--- src/hw/rtl/oaids_pkg.sv ---
`default_nettype none
package oaids_pkg;

  localparam int DEPTH      = 256;
  localparam int VALUE_BITS = 32;

  localparam int REQ_W   = 3;
  localparam int ITEM_W  = 32;
  localparam int POS_W   = 9;
  localparam int STAT_W  = 3;
  localparam int FOUND_W = 8;
  localparam int CNT_W   = $clog2(DEPTH + 1);
  localparam int IDX_W   = $clog2(DEPTH);

  // position/count compares are done at this width
  localparam int WIDE_W = 16;

  // first-match encoder: groups of GRP_SIZE cells
  localparam int GRP_SIZE = 16;
  localparam int GSEL_W   = $clog2(GRP_SIZE);
  localparam int NGRP     = (DEPTH + GRP_SIZE - 1) / GRP_SIZE;
  localparam int GRP_W    = (NGRP > 1) ? $clog2(NGRP) : 1;

  typedef enum logic [REQ_W-1:0] {
    REQ_APPEND    = 3'd0,
    REQ_PREPEND   = 3'd1,
    REQ_INSERT    = 3'd2,
    REQ_DEL_VALUE = 3'd3,
    REQ_SEARCH    = 3'd4,
    REQ_DEL_POS   = 3'd5,
    REQ_DEL_FIRST = 3'd6,
    REQ_DEL_LAST  = 3'd7
  } req_t;

  typedef enum logic [STAT_W-1:0] {
    ST_OK       = 3'd0,
    ST_FULL     = 3'd1,
    ST_EMPTY    = 3'd2,
    ST_BADPOS   = 3'd3,
    ST_NOTFOUND = 3'd4
  } status_t;

  typedef enum logic [2:0] {
    S_IDLE,
    S_CMP,
    S_ENC1,
    S_ENC2,
    S_EXEC
  } state_t;

  typedef enum logic [1:0] {
    OP_HOLD,
    OP_INS,
    OP_DEL
  } cell_op_t;

  typedef struct packed {
    cell_op_t              op;
    logic [CNT_W-1:0]      at;
    logic [VALUE_BITS-1:0] value;
    logic [CNT_W-1:0]      count;
  } cell_ctrl_t;

endpackage
`default_nettype wire

--- src/hw/rtl/oaids_cell.sv ---
`default_nettype none
module oaids_cell (
  input  wire logic                            clk,
  input  wire logic [oaids_pkg::CNT_W-1:0]     cell_idx,
  input  wire oaids_pkg::cell_ctrl_t           ctrl,
  input  wire logic [oaids_pkg::VALUE_BITS-1:0] lower_val,
  input  wire logic [oaids_pkg::VALUE_BITS-1:0] upper_val,
  output logic [oaids_pkg::VALUE_BITS-1:0]      val,
  output logic                                 match
);
  import oaids_pkg::*;

  logic [VALUE_BITS-1:0] val_r;
  logic [VALUE_BITS-1:0] val_nxt;
  logic                  match_r;

  always_comb begin
    val_nxt = val_r;
    unique case (ctrl.op)
      OP_INS: begin
        if (cell_idx == ctrl.at) begin
          val_nxt = ctrl.value;
        end else if (cell_idx > ctrl.at) begin
          val_nxt = lower_val;
        end
      end
      OP_DEL: begin
        if (cell_idx >= ctrl.at) begin
          val_nxt = upper_val;
        end
      end
      default: val_nxt = val_r;
    endcase
  end

  always_ff @(posedge clk) begin
    val_r   <= val_nxt;
    match_r <= (val_r == ctrl.value) && (cell_idx < ctrl.count);
  end

  assign val   = val_r;
  assign match = match_r;
endmodule
`default_nettype wire

--- config.mk ---
export PLATFORM = sky130hd
export DESIGN_NAME = oaids_cell
export DESIGN_NICKNAME = d
export VERILOG_FILES = /design/src/hw/rtl/oaids_pkg.sv /design/src/hw/rtl/oaids_cell.sv
export SDC_FILE = /design/constraint.sdc
export NUM_CORES = 1
export LEC_CHECK = 0
export BUFFER_PORTS_ARGS = -buffer_cell sky130_fd_sc_hd__buf_4
export CORE_MARGIN = 4
export CORE_UTILIZATION = 25
export CTS_CLUSTER_DIAMETER = 150
export DETAILED_ROUTE_END_ITERATION = 8
export PLACE_DENSITY = 0.63
export SKIP_CTS_REPAIR_TIMING = 1
export SLEW_MARGIN = 40
export SYNTH_ARGS = -nofsm -noshare
export SYNTH_HDL_FRONTEND = slang
export SYNTH_SLANG_ARGS = --single-unit
--- constraint.sdc ---
create_clock -name clk -period 9.7 [get_ports clk]
set_input_delay 1.94 -clock clk [delete_from_list [all_inputs] [get_ports clk]]
set_output_delay 1.94 -clock clk [all_outputs]
set_load 0.01 [all_outputs]
==> flow_summary.json <==
{
  "end_kind": "register",
  "cpPeakStageDelay_ns": 0.52,
  "max_cap_violations": 0,
  "rrSetupSlack_ns": 8.19,
  "ant_nets": 0,
  "comb_power_share_pct": 30.5,
  "die_width_microns": 107.6,
  "ys_types": 33,
  "yosysMostFrequentCell": "nand2_1",
  "gp_congestion": 0.7631,
  "layout.nets": 544,
  "drtPass1Iterations": 4,
  "multi_input_area_sq_um": 1378,
  "synth_seq_area_share_pct": 39.54,
  "start_util_pct": 25.50,
  "drt-total-wl_microns": 7781,
  "ys_ff_latch": 33,
  "drive_above_1_share_pct": 43.03,
  "p_sw_w": 0.0001301,
  "cp_cell_sequence": "buf_4, ha_1, and4_1, nand3_4, mux2i_1, o21ai_0",
  "hold_depth": 3,
  "tightest_slew_ns": 0.6560,
  "slew_headroom_pct": 56.27,
  "numPortBuffers": 158,
  "crit_arrival_ns": 3.63,
  "syn_area_sq_um": 2481,
  "synth_ff_type": "edfxtp_1",
  "cts_buffers": 5,
  "peakVddDrop_uv": 72.79,
  "p_per_area_nw_per_um2": 118.2,
  "r2r_end": "match",
  "final-seq-area_sq_um": 980.9,
  "synth_edf_count": 32,
  "cts.path.max_buffers": 2,
  "path_buf_inv": 1,
  "hpwl_microns": 6369,
  "clkTransAtPathRegs_ns": 0.07,
  "rows": 36,
  "pwr-share-clk_pct": 28.2,
  "htreeDepth": 2,
  "cts-root-buf": "clkbuf_8",
  "hold_end": "match",
  "holdCritPathClass": "register to register",
  "fill_cells": 986,
  "p_leak_nw": 1.986,
  "post_drt_wl_per_cell_microns": 14.54,
  "crit_fanout": 32,
  "synth_top_area_share_pct": 38.73,
  "period_needed_ns": 3.636,
  "synth_top_area_cell": "edfxtp_1",
  "fin_util_pct": 40.35,
  "synthCells": 243,
  "r2r-start": "val[17]",
  "final.setup_skew_ns": 0.01019,
  "setup.worst_path.class": "input port to register",
  "grt_setup_unrepaired": "no",
  "coreArea_sq_um": 9729,
  "die_h_microns": 107.6,
  "num_io_pins": 159,
  "cts_tree": "built",
  "area_growth_pct": 58.25,
  "cp_slowest_cell": "nand3_4",
  "maxSlewViolCount": 0,
  "async_reset_ff_share_pct": 0,
  "worstRegToRegCells": 4,
  "syn_avg_cell_area_sq_um": 10.21,
  "vias": 2325,
  "run_status": "finished, final reports clean",
  "yosys-top-cells-area": "edfxtp_1 39%, mux2i_1 13%, xor2_1 11%",
  "grt_pass1_vias": 2440,
  "critPathLaunchType": "input port",
  "holdCritStartpoint": "val[27]",
  "antenna_found_initial": 0,
  "route.detailed.drc": 0,
  "grt_pass1_wl_microns": 11960,
  "synth.net_count": 386,
  "max_freq_mhz": 275.0,
  "finalSetupTns_ns": 0,
  "report.final.setup_viol": 0,
  "finalCritPeriodShare_pct": 37.48,
  "cts.sinks": 33,
  "worstPathRequired_ns": 9.70,
  "synth_common_cells": "34 x nand2_1, 32 x edfxtp_1, 32 x mux2i_1",
  "final_hold_viol_count": 0,
  "p_sw_share_pct": 28.04,
  "path_delay_family": "simple AND/OR/NAND/NOR gates",
  "grt_overflow_total": 0,
  "p_seq_share_pct": 41.3,
  "grt_use_total_pct": 13.02,
  "die_area_sq_um": 11580,
  "viasPerCell": 4.346,
  "p_int_w": 0.0003340,
  "ys_warn_count": 0,
  "worstSkewPairLatency_ns": 0.29,
  "grt_max_degree": 65,
  "diodes": 0,
  "drtIter0Drc": 78
}
## cells in the final DEF (no fill, tap or decap), types with 2 or more instances in the layout
master    count
clkbuf_8      5
xor2_1       31
nand4_1       2
edfxtp_1     32
nor4_1        6
nand3_1       2
a21oi_1       4
a21o_1        4
o21ai_1       4
and4_1        2
inv_1        18
ha_1         17
xnor2_1       2
nand2_1      34
buf_4       159
o21ai_0      28
mux2i_1      32
buf_8         2
## state kept, by name, summed over array words and instances (netlist names)
name,flops
match,1
val,32
## how the worst max path moves through the flow
stage | to | slack [ns] | startpoint | cells past startpoint
after global routing | val[6] | 5.95 | cell_idx[4] | 6
final | val[6] | 6.06 | cell_idx[4] | 6
after floorplan | val[0] | 4.94 | ctrl[45] | 6
after detailed placement | val[8] | 5.75 | cell_idx[4] | 6
after global placement | val[17] | 5.51 | cell_idx[4] | 6
after CTS | val[8] | 6.05 | cell_idx[4] | 6
## worst reg2reg max path, cell delays in order (launching register included)
cell      delay, ns
edfxtp_1       0.41
xor2_1         0.16
nor4_1         0.37
nand4_1        0.25
nor4b_2        0.24
## routing by layer
metal | share of wire, % | GRT usage, %
met1 | 42 | 16.41
met5 | 0 | 0
met2 | 49 | 22.65
met3 | 8.3 | 3.239
met4 | 0.23 | 2.435
## area by class of cell
cell class,count,area share [%]
multi-input combinational,182,35.09
timing repair buffer,161,31.17
sequential,33,24.98
tap,133,4.238
clock buffer,5,1.753
inverter,18,1.721
clock inverter,3,1.052
## stage by stage
stage | cell area, sq um | std cells | power (W) | hold slack [ns] | setup WS (ns)
CTS | 3926 | 535 | 0.0004735 | 0.7444 | 6.055
detailed placement | 3816 | 527 | 0.0003386 | 0.7297 | 5.752
floorplan | 2481 | 243 | 0.0002488 | 0.6667 | 4.941
finish | 3926 | 535 | 0.0004641 | 0.7146 | 6.064
global placement | 3786 | 525 | 0.0003343 | 0.7207 | 5.513
global route | 3926 | 535 | 0.0004938 | 0.7947 | 5.951
## logic make-up (layout without fill, tap and decap cells)
kind of cell / Yosys count / count (layout) / share of synthesized area (%)
AO/OA/AOI/OAI: 46 / 46 / 10.34
XOR/XNOR: 33 / 33 / 11.65
adder cells (fa/ha/maj): 17 / 17 / 8.573
buffers and inverters: 28 / 187 / 5.799
flip-flops: 33 / 33 / 39.54
multiplexers: 32 / 32 / 12.91
AND/OR/NAND/NOR: 54 / 54 / 11.20
## power groups by stage
stage	registers (W)	logic [W]	clock network [W]
finish	0.000192	0.000142	0.000131
global route	0.000194	0.000156	0.000144
CTS	0.000192	0.000145	0.000137
detailed placement	0.000194	0.000144	0
global placement	0.000194	0.000140	0
floorplan	0.000202	0.0000463	0
(Power assumes the default switching activity.)
