## config.mk

```make
export PLATFORM = sky130hd
export DESIGN_NAME = oaids_enc
export DESIGN_NICKNAME = d
export VERILOG_FILES = /design/src/hw/rtl/oaids_pkg.sv /design/src/hw/rtl/oaids_enc.sv
export SDC_FILE = /design/constraint.sdc
export NUM_CORES = 1
export LEC_CHECK = 0
export BUFFER_PORTS_ARGS = -buffer_cell sky130_fd_sc_hd__buf_2
export CAP_MARGIN = 20
export CELL_PAD_IN_SITES_DETAIL_PLACEMENT = 1
export CELL_PAD_IN_SITES_GLOBAL_PLACEMENT = 2
export CORE_MARGIN = 2
export CORE_UTILIZATION = 26
export DETAILED_ROUTE_END_ITERATION = 6
export HOLD_SLACK_MARGIN = 0.05
export MAX_ROUTING_LAYER = met4
export PLACE_DENSITY_LB_ADDON = 0.1
export SYNTH_ARGS = -nofsm -noshare
export SYNTH_HDL_FRONTEND = slang
export SYNTH_SLANG_ARGS = --single-unit
```

## constraint.sdc

```tcl
create_clock -name clk -period 6.15 [get_ports clk]
set_clock_uncertainty 0.15 [all_clocks]
set_input_delay 0.3075 -clock clk [delete_from_list [all_inputs] [get_ports clk]]
set_output_delay 0.3075 -clock clk [all_outputs]
set_load 0.02 [all_outputs]
```

## src/hw/rtl/oaids_pkg.sv

```systemverilog
`default_nettype none
package oaids_pkg;

  localparam int DEPTH      = 256;
  localparam int VALUE_BITS = 32;

  localparam int REQ_W   = 3;
  localparam int ITEM_W  = 32;
  localparam int POS_W   = 9;
  localparam int STAT_W  = 3;
  localparam int FOUND_W = 8;
  localparam int CNT_W   = $clog2(DEPTH + 1);
  localparam int IDX_W   = $clog2(DEPTH);

  // position/count compares are done at this width
  localparam int WIDE_W = 16;

  // first-match encoder: groups of GRP_SIZE cells
  localparam int GRP_SIZE = 16;
  localparam int GSEL_W   = $clog2(GRP_SIZE);
  localparam int NGRP     = (DEPTH + GRP_SIZE - 1) / GRP_SIZE;
  localparam int GRP_W    = (NGRP > 1) ? $clog2(NGRP) : 1;

  typedef enum logic [REQ_W-1:0] {
    REQ_APPEND    = 3'd0,
    REQ_PREPEND   = 3'd1,
    REQ_INSERT    = 3'd2,
    REQ_DEL_VALUE = 3'd3,
    REQ_SEARCH    = 3'd4,
    REQ_DEL_POS   = 3'd5,
    REQ_DEL_FIRST = 3'd6,
    REQ_DEL_LAST  = 3'd7
  } req_t;

  typedef enum logic [STAT_W-1:0] {
    ST_OK       = 3'd0,
    ST_FULL     = 3'd1,
    ST_EMPTY    = 3'd2,
    ST_BADPOS   = 3'd3,
    ST_NOTFOUND = 3'd4
  } status_t;

  typedef enum logic [2:0] {
    S_IDLE,
    S_CMP,
    S_ENC1,
    S_ENC2,
    S_EXEC
  } state_t;

  typedef enum logic [1:0] {
    OP_HOLD,
    OP_INS,
    OP_DEL
  } cell_op_t;

  typedef struct packed {
    cell_op_t              op;
    logic [CNT_W-1:0]      at;
    logic [VALUE_BITS-1:0] value;
    logic [CNT_W-1:0]      count;
  } cell_ctrl_t;

endpackage
`default_nettype wire

```

## src/hw/rtl/oaids_enc.sv

```systemverilog
`default_nettype none
module oaids_enc (
  input  wire logic                         clk,
  input  wire logic [oaids_pkg::DEPTH-1:0]  match,
  output logic                              found,
  output logic [oaids_pkg::IDX_W-1:0]       idx
);
  import oaids_pkg::*;

  logic [NGRP*GRP_SIZE-1:0] match_pad;
  logic [NGRP-1:0]          grp_any_nxt;
  logic [NGRP-1:0]          grp_any_r;
  logic [GSEL_W-1:0]        grp_low_nxt [NGRP];
  logic [GSEL_W-1:0]        grp_low_r   [NGRP];
  logic [GRP_W-1:0]         grp_sel;
  logic                     found_r;
  logic [IDX_W-1:0]         idx_r;

  assign match_pad = (NGRP*GRP_SIZE)'(match);

  // level 1: lowest set bit inside each group
  always_comb begin
    for (int g = 0; g < NGRP; g++) begin
      grp_any_nxt[g] = |match_pad[g*GRP_SIZE +: GRP_SIZE];
      grp_low_nxt[g] = '0;
      for (int b = GRP_SIZE - 1; b >= 0; b--) begin
        if (match_pad[g*GRP_SIZE + b]) begin
          grp_low_nxt[g] = GSEL_W'(b);
        end
      end
    end
  end

  // level 2: lowest group with a hit
  always_comb begin
    grp_sel = '0;
    for (int g = NGRP - 1; g >= 0; g--) begin
      if (grp_any_r[g]) begin
        grp_sel = GRP_W'(g);
      end
    end
  end

  always_ff @(posedge clk) begin
    grp_any_r <= grp_any_nxt;
    grp_low_r <= grp_low_nxt;
    found_r   <= |grp_any_r;
    idx_r     <= IDX_W'({grp_sel, grp_low_r[grp_sel]});
  end

  assign found = found_r;
  assign idx   = idx_r;
endmodule
`default_nettype wire

```

==> reports/qor.json <==
{
  "status": {
    "outcome": "completed"
  },
  "layout": {
    "final_util": 0.375,
    "n_antenna_cell": 0,
    "top_library_cells_by_usage_in_the_layout_fill_and_taps_aside": "buf_2 (265), nor2_1 (116), dfxtp_1 (89), a21oi_1 (67), inv_1 (58)",
    "fillers": 2531,
    "layout_commonest_cell": "buf_2",
    "area.sequential_mm2": 0.00178,
    "design.final.nets": 1242,
    "syn_to_final_growth_pct": 40.9,
    "finish.cell_count_without_fillers": 1253,
    "multi_input_area_mm2": 0.00318,
    "post_route_cells_drive_above_1_share": 0.300
  },
  "worst_setup_path": {
    "critical_path.endpoint_type": "flop",
    "critical_path.startpoint_type": "flop",
    "worstPathMaxFanout": 26,
    "ff2ff_path_depth": 7,
    "rrSetupSlack_ps": 3350,
    "worst_r2r_startpoint": "grp_any_r[12]$_DFF_P_",
    "worst_r2r_endpoint": "idx[1]$_DFF_P_",
    "timing.critical_path.required_ps": 6270,
    "worst-setup-path-type": "reg -> reg",
    "critical_path_arrival_ps": 2920
  },
  "clock_tree": {
    "htree_num_levels": 3,
    "tritoncts": "yes",
    "number_of_clock_sinks_seen_by_cts": 89,
    "clkLatencyLatePin_ps": 330,
    "count_of_buffers_added_by_post_cts_timing_repair_for_setup": 0,
    "cts.root.buffer_cell": "clkbuf_16",
    "cts_max_path_buffers": 2,
    "cts_made_buffers": 9,
    "clock_input_transition_at_the_sequential_cells_of_the_worst_setup_and_hold_paths_ps": 60
  },
  "yosys": {
    "synth_seq_area_share": 0.343,
    "synth_cell_type_count": 41,
    "yosysWarningCount": 0,
    "ys_dominant_reg_cell": "dfxtp_1",
    "async_flop_share": 0,
    "synth-edff-count": 0,
    "yosys_register_bits": 89,
    "mappedNetlistArea_mm2": 0.00520,
    "avgSynthCellArea_um2": 7.49,
    "synth_cells": 694,
    "syn-num-nets": 951
  },
  "min_path": {
    "min-delay-path-class": "in -> reg",
    "hold_path.startpoint": "match[16]",
    "hold-path-cell-count": 2,
    "holdPathEnd": "grp_low_r[57]$_SDFF_PP0_"
  },
  "flow_run": {
    "max_capacitance_violation_total": 0
  },
  "detailed_routing": {
    "dr.first_iter.drc_count": 194,
    "routed_wire_length_per_instance_um": 14.6,
    "drt_drc_violations_left": 0,
    "antenna_violating_nets_post_route": 0,
    "detailroute.via_count": 6007,
    "vias_per_cell": 4.79,
    "route.final.wire_length_um": 18200,
    "first_pass_detailed_route_iteration_total": 4
  },
  "sta": {
    "final.setup.tns_ps": 0,
    "final_min_period_over_clock_period": 0.455,
    "setup_viol": 0,
    "timing.final.hold_violations": 0,
    "grt_setup_unrepaired": "false",
    "count_of_final_max_slew_check_failures": 0,
    "tightest_slew_ps": 1040,
    "relSlewSlack": 0.307,
    "max_freq_mhz": 357,
    "final_period_minus_worst_setup_slack_ps": 2800
  },
  "floorplan": {
    "die_area_mm2": 0.0212,
    "initial_utilization": 0.266,
    "dieHeight_um": 145,
    "std_cell_rows": 51,
    "design.core.area_mm2": 0.0195,
    "pin_count": 266,
    "die_x_um": 145
  },
  "grt": {
    "gr-usage-all-layers": 0.176,
    "number_of_global_route_vias_before_repair": 6270,
    "grt_pass1_wl_um": 30300,
    "grt.overflow.total": 0,
    "grt_start_max_net_pins": 27,
    "number_of_antenna_violations_at_the_first_check_in_global_routing": 0
  },
  "power": {
    "vdd.ir_drop.worst_uv": 139,
    "finalPower_uw": 1420,
    "pwr_density_cell_mw_per_mm2": 194,
    "leakage_uw": 0.00320
  },
  "placement": {
    "dp_hpwl_um": 15700,
    "gpl.final_weighted_congestion": 0.798,
    "io_buffer_count": 265,
    "placed_cells": 1221
  }
}
==> repair_timing <==
action / 4_1_cts / 5_1_grt
hold buffers: 18 / 0
hold endpoints to repair: 15 / 0
gates resized for setup: 0 / 0
==> Yosys cell counts (17+ instances only) <==
| library cell | number | area, um^2 |
|---|---|---|
| nor3_1 | 52 | 260 |
| nor4_1 | 33 | 206 |
| o31ai_1 | 18 | 135 |
| inv_1 | 58 | 218 |
| a21oi_1 | 67 | 335 |
| o21bai_1 | 32 | 240 |
| nor2_1 | 116 | 435 |
| dfxtp_1 | 89 | 1780 |
| mux2i_1 | 29 | 290 |
| nand2_1 | 53 | 199 |
| nand3_1 | 33 | 165 |
| a211oi_1 | 17 | 128 |
==> sequential cells by signal (all words and copies together), names as in the netlist <==
signal / cells
found: 1
grp_any_r: 16
grp_low_r: 64
idx: 8
==> worst max-delay path: stages, from the launching register on <==
cell	delay [ps]
dfxtp_1	330
nor4_1	290
o21ai_1	110
a31o_2	290
o22ai_4	770
mux2_2	430
a211oi_2	180
and4_1	210
==> through the flow <==
| stage | worst slack, ps | cell area (um^2) | hold WS (ps) |
|---|---|---|---|
| after floorplan | 3990 | 5200 | 234 |
| after global placement | 3400 | 6830 | 358 |
| after detailed placement | 3360 | 6830 | 356 |
| after CTS | 3330 | 7330 | 51.2 |
| after global routing | 3160 | 7330 | 61.7 |
| final | 3350 | 7330 | 54.1 |
==> worst max path at each step <==
| stage | from | to | slack (ps) | cells past startpoint |
|---|---|---|---|---|
| after global placement | grp_any_r[12]$_DFF_P_ | idx[1]$_DFF_P_ | 3400 | 7 |
| after global routing | grp_any_r[12]$_DFF_P_ | idx[1]$_DFF_P_ | 3160 | 7 |
| after floorplan | grp_any_r[5]$_DFF_P_ | idx[1]$_DFF_P_ | 3990 | 7 |
| after detailed placement | grp_any_r[12]$_DFF_P_ | idx[1]$_DFF_P_ | 3360 | 7 |
| after CTS | grp_any_r[12]$_DFF_P_ | idx[1]$_DFF_P_ | 3330 | 7 |
| final | grp_any_r[12]$_DFF_P_ | idx[1]$_DFF_P_ | 3350 | 7 |
==> power by group <==
group	total, uW	switching [uW]	internal [uW]
Clock	573	200	372
Combinational	242	124	118
Sequential	607	9.59	597
Total	1420	334	1090
==> area by class of cell <==
cell class | count | share of cell area
multi-input cells | 544 | 0.433
flip-flops and latches | 89 | 0.243
repair buffers | 283 | 0.205
well taps | 265 | 0.0452
clock buffers | 11 | 0.0345
inverters | 58 | 0.0297
clock inverters | 3 | 0.00888
==> logic make-up after synthesis <==
group / after synthesis / share of synthesized area
AND/OR/NAND/NOR: 326 / 0.305
AO/OA/AOI/OAI: 188 / 0.248
flip-flops: 89 / 0.343
buffers and inverters: 61 / 0.0469
multiplexers: 30 / 0.0580
==> metal layers <==
metal,vias up,GRT usage,wire [um]
met5,-,-,0
met4,0,0.0245,112
met3,13,0.0310,831
met2,158,0.297,8680
met1,2721,0.226,8610
li1,3115,-,-
(Power assumes the default switching activity.)
